`src/hdl/gbp_pkg.sv`:
```
// ----------------------------------------------------------------------------
// gbp_pkg
// Sizes, codes and controller/datapath handshake types of the gshare predictor.
// ----------------------------------------------------------------------------
package gbp_pkg;

  // table geometry; the target buffer depth is a power of two
  localparam int unsigned TARGET_ENTRIES = 256;
  localparam int unsigned HISTORY_BITS   = 8;
  localparam int unsigned PHT_ENTRIES    = 1 << HISTORY_BITS;
  localparam int unsigned PHT_IDX_W      = HISTORY_BITS;
  localparam int unsigned BTB_IDX_W      = $clog2(TARGET_ENTRIES);

  // counter and address constants
  localparam logic [1:0]  CNT_MAX         = 2'd3;
  localparam logic [1:0]  CNT_MIN         = 2'd0;
  localparam logic [1:0]  TAKEN_THRESHOLD = 2'd2;
  localparam logic [31:0] INSN_BYTES      = 32'd4;

  // operation codes
  localparam logic OP_PREDICT = 1'b0;
  localparam logic OP_UPDATE  = 1'b1;

  // controller to datapath
  typedef struct packed {
    logic capture;   // take the input beat and start the table reads
    logic commit;    // write counter, target, valid bits and history
    logic load;      // load the result register
  } cmd_t;

  // datapath to controller
  typedef struct packed {
    logic is_update;
  } sts_t;

endpackage

```
`src/hdl/gbp_ctrl.sv`:
```
// ----------------------------------------------------------------------------
// gbp_ctrl
// Two-state sequencer: capture a beat, then commit an update or hand a
// prediction to the result register once that register is free.
// ----------------------------------------------------------------------------
module gbp_ctrl (
  input  logic          clk_i,
  input  logic          rst_ni,
  input  logic          in_valid_i,
  output logic          in_ready_o,
  output logic          out_valid_o,
  input  logic          out_ready_i,
  input  gbp_pkg::sts_t sts_i,
  output gbp_pkg::cmd_t cmd_o
);

  localparam logic ST_IDLE = 1'b0;
  localparam logic ST_EXEC = 1'b1;

  logic state_q, state_d;
  logic out_valid_q, out_valid_d;
  logic slot_free;

  assign in_ready_o  = (state_q == ST_IDLE);
  assign out_valid_o = out_valid_q;
  assign slot_free   = !out_valid_q || out_ready_i;

  // next state and commands
  always_comb begin
    state_d       = state_q;
    cmd_o.capture = 1'b0;
    cmd_o.commit  = 1'b0;
    cmd_o.load    = 1'b0;
    case (state_q)
      ST_IDLE: begin
        if (in_valid_i) begin
          cmd_o.capture = 1'b1;
          state_d       = ST_EXEC;
        end
      end
      ST_EXEC: begin
        if (sts_i.is_update) begin
          cmd_o.commit = 1'b1;
          state_d      = ST_IDLE;
        end else if (slot_free) begin
          cmd_o.load = 1'b1;
          state_d    = ST_IDLE;
        end
      end
      default: state_d = ST_IDLE;
    endcase
  end

  // result register occupancy
  always_comb begin
    out_valid_d = out_valid_q;
    if (cmd_o.load) begin
      out_valid_d = 1'b1;
    end else if (out_ready_i) begin
      out_valid_d = 1'b0;
    end
  end

  always_ff @(posedge clk_i or negedge rst_ni) begin
    if (!rst_ni) begin
      state_q     <= ST_IDLE;
      out_valid_q <= 1'b0;
    end else begin
      state_q     <= state_d;
      out_valid_q <= out_valid_d;
    end
  end

endmodule

```
`config.mk`:
```
export PLATFORM = sky130hd
export DESIGN_NAME = gbp_ctrl
export DESIGN_NICKNAME = d
export VERILOG_FILES = /design/src/hdl/gbp_pkg.sv /design/src/hdl/gbp_ctrl.sv
export SDC_FILE = /design/constraint.sdc
export NUM_CORES = 1
export LEC_CHECK = 0
export ABC_CLOCK_PERIOD_IN_PS = 940
export BUFFER_PORTS_ARGS = -buffer_cell sky130_fd_sc_hd__buf_2
export CORE_AREA = 10 10 47 49
export CTS_CLUSTER_DIAMETER = 150
export CTS_CLUSTER_SIZE = 14
export DETAILED_ROUTE_END_ITERATION = 8
export DIE_AREA = 0 0 57 59
export GPL_TIMING_DRIVEN = 0
export PLACE_DENSITY_LB_ADDON = 0.2
export SLEW_MARGIN = 20
export SYNTH_ARGS = -nofsm -noshare
export SYNTH_HDL_FRONTEND = slang
export SYNTH_SLANG_ARGS = --single-unit
export TNS_END_PERCENT = 100
```
`constraint.sdc`:
```
create_clock -name clk_i -period 0.94 [get_ports clk_i]
set_input_delay 0.141 -clock clk_i [delete_from_list [all_inputs] [get_ports clk_i]]
set_output_delay 0.141 -clock clk_i [all_outputs]
set_load 0.005 [all_outputs]
```
Word-level counts from Yosys, hierarchy flattened
Cells that the tools add are included.
W data, S select, Z words.
Word-level totals
  register bits after elaboration: 2
  output and inout bits: 5
  latch bits: 0
  memories kept: 0
  bits in read-only memories: 0
  RAM bits: 0
  logic and storage cells: 17
Operators by class
  multipliers: 0
  magnitude comparators: 0
  add/subtract/negate cells: 0
  mux-type cells: 11
  bitwise operators: 1
  equal/unequal tests: 0
  shift-type cells: 0
  reductions and logical operators: 3
  div/mod/pow operators: 0
Operator list (number)
  $mux W1: 9
  $mux W2: 1
  $pmux W1 S2: 1
  $reduce_bool A2 Y1: 1
  $logic_not A1 Y1: 1
  $logic_or A1 B1 Y1: 1
  $not A1 Y1: 1

Logic depth before layout (Yosys ltp)
Gate-level depths: netlist (run 1).
  word-level depth: 6
  depth in mapped cells: 3

Least setup slack after synthesis (run 1)
No wires, ideal clock.
  path kind: register -> output
  from: register out_valid_q, in the netlist out_valid_o
  to: output cmd_o[0] (netlist name)
  buffers on the path: 1
  required time: 0.799 ns
  data arrival time: 0.694 ns
  stages on the path, launching flop included: 4
  slack: 0.105 ns
  path through: dfrtp_1 -> nand2b_1 -> nor2b_1 -> buf_4
RTL lines
  start, declared: line gbp_ctrl.sv:21  | logic out_valid_q, out_valid_d;
  start signal, assigned: line gbp_ctrl.sv:70  | out_valid_q <= out_valid_d;
  end, declared: line gbp_ctrl.sv:14  | output gbp_pkg::cmd_t cmd_o

==> metrics.md, run 1 <==
| Metric | Value |
|---|---|
| Compound-cell area share of the yosys netlist | 0.0690 |
| Area Growth Syn to Fin | 117% |
| Global route overflow | 0 |
| Worst vdd ir | about 0.26 mV |
| Final worst slack | -0.189 ns |
| Required @ worst endpoint | 0.80 ns |
| Overall routing resource usage | 0.0281 |
| Aggregate routed wire length | slightly above 400 um |
| Post-synth EDFFs | 0 |
| Post-layout min period | 1.13 ns |
| # diodes | 0 |
| Cell variety after synth | 10 |
| Met3 usage in global routing | 0.0150 |
| Mux contribution to synthesized area | 0 |
| Initial DRC Count | 2 |
| Register area share after synthesis | 0.460 |
| Syn. warnings | 0 |
| Cell leakage power | 0.128 nW |
| Dpl ws | -0.0155 ns |
| DRC violations left | 0 |
| Ports | 10 |
| Type of the worst min-delay path | input port to asynchronous set/reset pin |
| CTS tree | yes |
| CORE AREA | 1400 um^2 |
| H-Tree Depth | 1 |
| Largest net degree at the start of global routing | 5 |
| Maximum clock rate | 886 MHz |
| Max-cap violations | 0 |
| CTS sink cnt | 2 |
| Worst R2R End | state_q |
| Die height | around 59 um |
| Post-Synth Adder-Cell Area | 0 |
| Worst-margin pin slew | 0.110 ns |
| Clk_lat worst skew | 0.22 ns |
| Register-to-Register Path Depth | 3 |
| Setup Crit Path Kind | register to primary output |
| Largest family of logic cells by synthesized area | simple AND/OR/NAND/NOR gates |
| Pins Over Slew Limit | 0 |
| Mapped Nets | 16 |
| XOR/XNOR share of the synthesized area | 0 |
| Final period utilization | 1.20 |
| Synth Area in Simple Gates | 0.368 |
| Initial Utilization | 0.0777 |
| Crit path launch | state_q |
| First-pass GRT wire length | 579 um |
| Arrival @ worst endpoint | 0.99 ns |
| Met2 GRT Util | 0.0465 |
| Main synth FF type | dfrtp_1 |
| Clock root cell | clkbuf_4 |
| Vias in the first global route | 164 |
| Nature of the critical path endpoint | primary output |
| Detailed Place HPWL | between 300 and 400 um |
| Pwr Density | 1560 nW/um^2 |
| Antenna viol nets, final | 0 |
| Avg Inst Size Synth | 9.90 um^2 |
| Share of synthesized registers carrying an async set or reset | 1.00 |
| Die Area | 3360 um^2 |
| CTS Buf Count | 3 |
| Worst slew margin | 0.926 |
| Gpl congestion | between 0.5 and 0.6 |
| CTS max path bufs | 2 |
| Global-route met1 utilization | 0.00830 |
| Clock-pin slew on the worst setup and hold paths | ~0.030 ns |
| Gr busiest metal | met4 |
| First drt pass iteration count | 2 |
| Die width | 57 um |
| FF-to-FF setup slack | approximately 0.11 ns |
| Worst-path maximum fanout | 4 |
| Startpoint Class | register |
| Row count | 14 |
| Initial antenna violation count | 0 |
| R2r startpoint | state_q |
| PortBufs | 9 |
| Nets | 33 |
| Cells after Synth | 11 |
| Final TNS setup | -0.462 ns |
| Final Hold Fails | 0 |
| Count leader, synth | dfrtp_1 |
| Clock Skew | 0.00138 ns |
| Status | finished, violations left |
| Wire per inst | 9.60 um |
| Area share of the largest cell type after synthesis | 0.460 |
| Filler instances | around 170 |
| Final setup fails | 4 |
| Share of layout cells above drive strength 1 | 0.692 |
| Mapped Area | 109 um^2 |
| Top cells by area, synth | dfrtp_1, nand2b_2, nor2b_2 |
| Via count | 133 |
| Vias per inst | about 3.2 |
| Violated checks | negative setup slack |
| FF+latch count, synth | 2 |
| Leading area contributor after synthesis | dfrtp_1 |
| RSZ-0062 raised after global routing | true |
-- per-layer routing --
layer | vias to the layer above | part of all wire
met5 | - | 0
met4 | 0 | 0.042
met3 | 2 | 0.042
met2 | 4 | 0.72
met1 | 65 | 0.20
li1 | 62 | -
-- area by class of cell --
class | instances | area (um^2) | area share
inverters | 1 | 3.75 | 0.0159
well taps | 16 | 20.0 | 0.0847
clock buffers | 3 | 22.5 | 0.0952
multi-input cells | 7 | 57.6 | 0.243
flip-flops and latches | 2 | 51.3 | 0.217
repair buffers | 13 | 81.3 | 0.344
-- where the power goes --
part,switching [mW],internal [mW],leakage (nW)
clock network,0.0470,0.141,0.0138
logic,0.0274,0.0494,0.0905
registers,0.00830,0.0963,0.0239
-- how the worst max path moves through the flow --
| stage | endpoint | slack, ns | cells after the start |
|---|---|---|---|
| after global routing | cmd_o[0] | -0.23 | 3 |
| final | cmd_o[2] | -0.19 | 3 |
| after floorplan | cmd_o[0] | 0.10 | 3 |
| after CTS | cmd_o[2] | -0.22 | 3 |
| after detailed placement | cmd_o[0] | -0.02 | 4 |
| after global placement | cmd_o[0] | -0.008 | 4 |
-- registers in the layout, indices dropped and copies added, names as in the netlist --
signal       count
out_valid_o      1
state_q          1
-- cell families after synthesis --
logic type / after synthesis
flip-flops: 2
AO/OA/AOI/OAI: 1
buffers and inverters: 2
AND/OR/NAND/NOR: 6
-- stage by stage --
stage	cell area [um^2]	hold slack, ns	std cells	utilization	total power [mW]
after detailed placement	174	-0.0691	36	0.124	0.161
after global placement	174	-0.0738	36	0.124	0.160
after CTS	235	0.221	42	0.168	0.387
after floorplan	109	-0.155	11	-	0.129
after global routing	236	0.241	42	0.169	0.397
final	236	0.243	42	0.169	0.369
-- cells in the final DEF (no fill, tap or decap), drive strengths merged --
cell type	netlist	routed
nor2b	2	2
nand2	1	1
clkbuf	0	3
buf	1	12
and2	1	1
inv	1	1
o21bai	1	1
dlygate4sd3	0	1
nand2b	2	2
dfrtp	2	2
-- timing repair --
action,CTS,global route
setup buffers,3,0
endpoints found under the setup margin,4,4
pin swaps,0,0
hold buffers,1,0
gates resized for setup,3,1
hold endpoints to repair,2,0
-- critical path: stages, from the launching register on --
cell     delay (ns)
dfrtp_2        0.43
buf_6          0.13
nor2b_4        0.10
buf_2          0.12
Note: power is estimated with default switching activity, not from simulation.
==> inputs of run 2 (changes only) <==
- ABC_AREA: unset -> 1
==> run 2 against run 1 <==
Compared with the run above:
- highest routed layer is now met3
- via count is 12% higher
- flip-flop and latch count stayed put
- global-route usage is 0.44 points lower
- setup slack better by 0.082 ns
- register-to-register slack hardly changed
- critical path depth stayed put
- the run still ends with negative setup slack left
- count of clock-buffer cells in the layout stayed put
- area after synthesis is 4.6% higher
==> metrics.md, run 2 <==
| Metric | Value |
|---|---|
| CTS Buf Count | 3 |
| Arrival @ worst endpoint | ~0.9 ns |
| Cells after Synth | 17 |
| Final Non-Filler Cells | 49 |
| CORE AREA | approximately 1400 um^2 |
| Most frequent cells in the layout | buf_6, buf_2, nand2_1 |
| Antenna viol nets, final | 0 |
| Worst vdd ir | 0.606 mV |
| Filler instances | ~170 |
| Gate power share | 0.277 |
| Worst-margin pin slew | 0.147 ns |
| Net Sw Frac | 0.243 |
| Area share of the largest cell type after synthesis | 0.440 |
| Clk_lat worst skew | 0.22 ns |
| PortBufs | 9 |
| Mapped Area | 114 um^2 |
| Met3 usage in global routing | 0.0107 |
| Area Growth Syn to Fin | 141% |
| # diodes | 0 |
| Ports | 10 |
| Nets | 40 |
| Status | finished, violations left |
| Hold Slack | ~0.15 ns |
| Sequential power share | 0.254 |
| Clock-pin slew on the worst setup and hold paths | about 0.030 ns |
| Clock group share of total power | 0.468 |
| Global route overflow | 0 |
| Setup Crit Path Kind | register to primary output |
| Clock Skew | slightly below 0.001 ns |
| Pwr Density | about 1500 nW/um^2 |
| Largest net degree at the start of global routing | 4 |
| Dpl cells | 42 |
| Top cells by area, synth | dfrtp_1, nand2_1, inv_1 |
| Die width | 57 um |
| Detailed Place HPWL | 301 um |
| Overall routing resource usage | 0.0237 |
| CTS tree | yes |
| Share of layout cells above drive strength 1 | 0.697 |
| Cell variety after synth | 8 |
| Startpoint Class | register |
| Register area share after synthesis | 0.440 |
| CTS max path bufs | 2 |
| Post-layout min period | 1.05 ns |
| Worst slew margin | 0.901 |
| Max incr delay on CP | 0.37 ns |
| Share of synthesized registers carrying an async set or reset | 1.00 |
| Row count | 14 |
| Die Area | 3360 um^2 |
| CTS sink cnt | 2 |
| Type of the worst min-delay path | input port to register |
| Gpl congestion | between 0.6 and 0.7 |
| Initial DRC Count | 0 |
| FF+latch count, synth | 2 |
| Post-synth EDFFs | 0 |
| Pint | 0.307 mW |
| Multi-input logic area | 45.0 um^2 |
| Required @ worst endpoint | 0.80 ns |
| Leading area contributor after synthesis | dfrtp_1 |
| Nature of the critical path endpoint | primary output |
| Mapped Nets | 22 |
| RSZ-0062 raised after global routing | true |
| Final period utilization | 1.11 |
| Main synth FF type | dfrtp_1 |
| Count leader, synth | nand2_1 |
| Aggregate routed wire length | between 300 and 400 um |
| Global-route met1 utilization | 0.0130 |
| Cell leakage power | 0.154 nW |
| Max-cap violations | 0 |
| Wire per inst | 8.00 um |
| Final setup fails | 5 |
| Buf/Inv on CP | 1 |
| Final worst slack | -0.107 ns |
| Violated checks | negative setup slack |
| Initial antenna violation count | 0 |
| Met2 GRT Util | 0.0419 |
| Clock root cell | clkbuf_4 |
| Vias in the first global route | about 160 |
| Dpl ws | 0.00823 ns |
| Register area | 50.0 um^2 |
| DRC violations left | 0 |
| H-Tree Depth | 1 |
| Fin util | 0.196 |
| Gr busiest metal | met2 |
| Final Hold Fails | 0 |
| Vias per inst | 3.04 |
| Switching power | 0.0983 mW |
| Worst-path maximum fanout | 3 |
| Die height | 59 um |
| Maximum clock rate | 955 MHz |
| First-pass GRT wire length | 558 um |
| Via count | 149 |
| Initial Utilization | 0.0812 |
| Crit path cell chain | nand2_1 > nor2_2 > buf_6 |
| Critical path's slowest cell | dfrtp_1 |
| First drt pass iteration count | 1 |
| Largest delay share family, worst path | flip-flops |
| Commonest non-fill, non-tap cell in the layout | buf_6 |
| Top cells by count, synth | nand2_1, inv_1, dfrtp_1, nor2_1 |
| Avg Inst Size Synth | 6.70 um^2 |
| Pins Over Slew Limit | 0 |
| Syn. warnings | 0 |
run 2: power by group through the flow:
stage / Sequential, mW / Combinational, mW / Clock (mW)
floorplan: 0.102 / 0.0275 / 0
CTS: 0.102 / 0.0871 / 0.206
global placement: 0.102 / 0.0616 / 0
finish: 0.103 / 0.112 / 0.190
detailed placement: 0.102 / 0.0614 / 0
global route: 0.104 / 0.123 / 0.216
run 2: final cells by class:
type | count | share of cell area
repair buffers | 14 | 0.429
flip-flops and latches | 2 | 0.183
multi-input cells | 9 | 0.164
clock buffers | 3 | 0.0822
well taps | 16 | 0.0731
inverters | 5 | 0.0685
run 2: stage by stage:
stage	cell area [um^2]	power, mW	setup TNS, ns
floorplan	114	0.130	0
detailed placement	179	0.164	0
global route	274	0.443	-0.624
finish	274	0.405	-0.348
global placement	179	0.164	0
CTS	239	0.395	-0.364
run 2: final timing paths:
| kind | slack [ns] | depth (start not counted) | from | endpoint |
|---|---|---|---|---|
| setup reg to reg | 0.12 | 5 | state_q | state_q |
| setup / recovery | -0.11 | 3 | state_q | cmd_o[0] |
| min in group asynchronous | 0.22 | 2 | rst_ni | state_q |
| hold / removal | 0.15 | 2 | out_ready_i | out_valid_o |
| max in group asynchronous | 0.62 | 2 | rst_ni | out_valid_o |
| hold reg to reg | 0.57 | 2 | out_valid_o | out_valid_o |
run 2: repair_timing:
action / in CTS / in global routing
pin swaps: 2 / 3
setup buffers: 2 / 2
hold buffers: 1 / 0
resized for setup: 6 / 5
endpoints found under the hold margin: 2 / 0
setup endpoints to repair: 4 / 5
run 2: layer usage:
layer  share of wire  wire, um
met5               0         0
met4               0         0
met3            0.10        40
met2            0.58       229
met1            0.31       123
run 2: cell families (layout without fill, tap and decap cells):
kind of cell / after synthesis / after routing / share of synthesized area
and+or+nand+nor: 8 / 8 / 0.286
buffers and inverters: 6 / 22 / 0.231
DFF: 2 / 2 / 0.440
AOI/OAI and AO/OA: 1 / 1 / 0.0439
==> inputs of run 3 (changes only) <==
- CORE_AREA: 10 10 47 49 -> 5 5 42 44
- DIE_AREA: 0 0 57 59 -> 0 0 47 49
==> run 3 against run 2 <==
Compared with the run above:
- the run still ends with negative setup slack left
- global-route usage up 1.2 points
- final area shrank 6.8%
- flip-flop and latch count did not move
- hold slack better by 0.0031 ns
- clock power is essentially flat
==> metrics.md, run 3 (same netlist as run 2, synthesis figures left out) <==
| Metric | Value |
|---|---|
| Wire per inst | 8.33 um |
| Gate power share | 0.248 |
| Pins Over Slew Limit | 0 |
| Nature of the critical path endpoint | primary output |
| Aggregate routed wire length | 400 um |
| H-Tree Depth | 1 |
| Die Area | 2300 um^2 |
| FF-to-FF setup slack | 0.10 ns |
| Die width | 47 um |
| Setup Crit Path Kind | register to primary output |
| Gpl congestion | around 0.66 |
| Max-cap violations | 0 |
| Overall routing resource usage | 0.0359 |
| First-pass GRT wire length | 531 um |
| Register-to-Register Path Depth | 5 |
| DRC violations left | 0 |
| Worst-path maximum fanout | 3 |
| Maximum clock rate | about 940 MHz |
| PnR Total Power | slightly below 0.4 mW |
| First drt pass iteration count | 2 |
| Worst vdd ir | 0.431 mV |
| Startpoint Class | register |
| Vias in the first global route | between 150 and 200 |
| Commonest non-fill, non-tap cell in the layout | buf_2 |
| Row count | 14 |
| Via count | 147 |
| Pint | 0.291 mW |
| Violated checks | negative setup slack |
| Worst Hold Depth | 2 |
| Initial DRC Count | 1 |
| Nets | 39 |
| CTS Buf Count | 3 |
| R2r startpoint | state_q |
| RSZ-0062 raised after global routing | true |
| CTS sink cnt | 2 |
| Worst R2R End | state_q |
| Worst-margin pin slew | 0.160 ns |
| Global route overflow | 0 |
| PortBufs | 9 |
| Clock root cell | clkbuf_4 |
| Final Hold Fails | 0 |
| Dpl cells | 42 |
| Clock-pin slew on the worst setup and hold paths | 0.03 ns |
| Dpl ws | 0.0113 ns |
| Clock group share of total power | 0.486 |
| Status | finished, violations left |
| Cell leakage power | 0.146 nW |
| Share of layout cells above drive strength 1 | 0.719 |
| Hold endpoint | out_valid_o |
| Antenna viol nets, final | 0 |
| Clock Skew | around 0.0014 ns |
| Initial Utilization | 0.0812 |
| Sequential power share | 0.265 |
| CTS max path bufs | 2 |
| Largest net degree at the start of global routing | 4 |
| Fin util | 0.182 |
| Final setup fails | 4 |
| Final worst slack | -0.127 ns |
| Area Growth Syn to Fin | 124% |
| CTS tree | yes |
| Clk_lat worst skew | 0.22 ns |
| Final Non-Filler Cells | 48 |
| Pwr Density | 1510 nW/um^2 |
| Ports | 10 |
| Net Sw Frac | 0.247 |
| Final period utilization | 1.14 |
| Vias per inst | 3.06 |
| Type of the worst min-delay path | input port to register |
| Initial antenna violation count | 0 |
| Switching power | around 0.095 mW |
| Hold Crit Start | out_ready_i |
| Hold Slack | 0.156 ns |
| # diodes | 0 |
| Die height | 49 um |
| Required @ worst endpoint | roughly 0.80 ns |
| Worst slew margin | 0.892 |
| CORE AREA | 1400 um^2 |
| Post-layout min period | around 1.1 ns |
| Arrival @ worst endpoint | 0.93 ns |
==> run 3: cell count changes in the layout (fill, tap and decap cells not counted) <==
cell / previous run / this run
buf_6: 6 / 3
nand2_2: 1 / 2
buf_2: 5 / 6
nand2_1: 4 / 3
buf_4: 2 / 3
==> run 3: metal layers <==
| layer | wire length [um] | global-route usage |
|---|---|---|
| met4 | 0 | 0.0553 |
| met5 | 0 | 0 |
| met3 | 30 | 0.0148 |
| met1 | 133 | 0.0263 |
| met2 | 235 | 0.0520 |
==> run 3: repair_timing <==
item                                   CTS  global route
pin swaps                                4             2
hold buffers                             1             0
buffers inserted                         2             1
endpoints found under the hold margin    2             0
gates resized for setup                  4             5
setup endpoints to repair                4             4
==> run 3: critical path, stage by stage (launching register included) <==
cell,delay (ns)
dfrtp_1,0.40
inv_2,0.09
nand2_2,0.07
inv_2,0.06
buf_6,0.09
==> run 3: worst max path at each step <==
stage,to,slack (ns),start,depth (start not counted)
2_1_floorplan,cmd_o[0],0.14,out_valid_o,4
3_3_place_gp,cmd_o[0],0.02,out_valid_o,5
3_5_place_dp,cmd_o[0],0.01,out_valid_o,5
4_1_cts,cmd_o[0],-0.15,out_valid_o,4
5_1_grt,cmd_o[2],-0.17,state_q,4
6_report,cmd_o[2],-0.13,state_q,4
==> run 3: power groups by stage <==
stage                     Combinational [mW]  Clock [mW]  Sequential [mW]
after floorplan                       0.0275           0            0.102
after global placement                0.0604           0            0.102
after detailed placement              0.0605           0            0.102
after CTS                             0.0770       0.204            0.102
after global routing                   0.105       0.206            0.103
final                                 0.0958       0.188            0.102
==> run 3: cell type report <==
type | instances | area [um^2]
Timing Repair Buffer | 13 | 96.3
Clock buffer | 3 | 22.5
Tap cell | 16 | 20.0
Multi-Input combinational cell | 9 | 47.5
Inverter | 5 | 18.8
Sequential cell | 2 | 50.0
Fill cell | 173 | 1150
==> run 3: through the flow <==
| step | cell area [um^2] | setup TNS (ns) |
|---|---|---|
| floorplan | 114 | 0 |
| global route | 255 | -0.479 |
| global placement | 179 | 0 |
| detailed placement | 179 | 0 |
| finish | 255 | -0.284 |
| CTS | 230 | -0.313 |
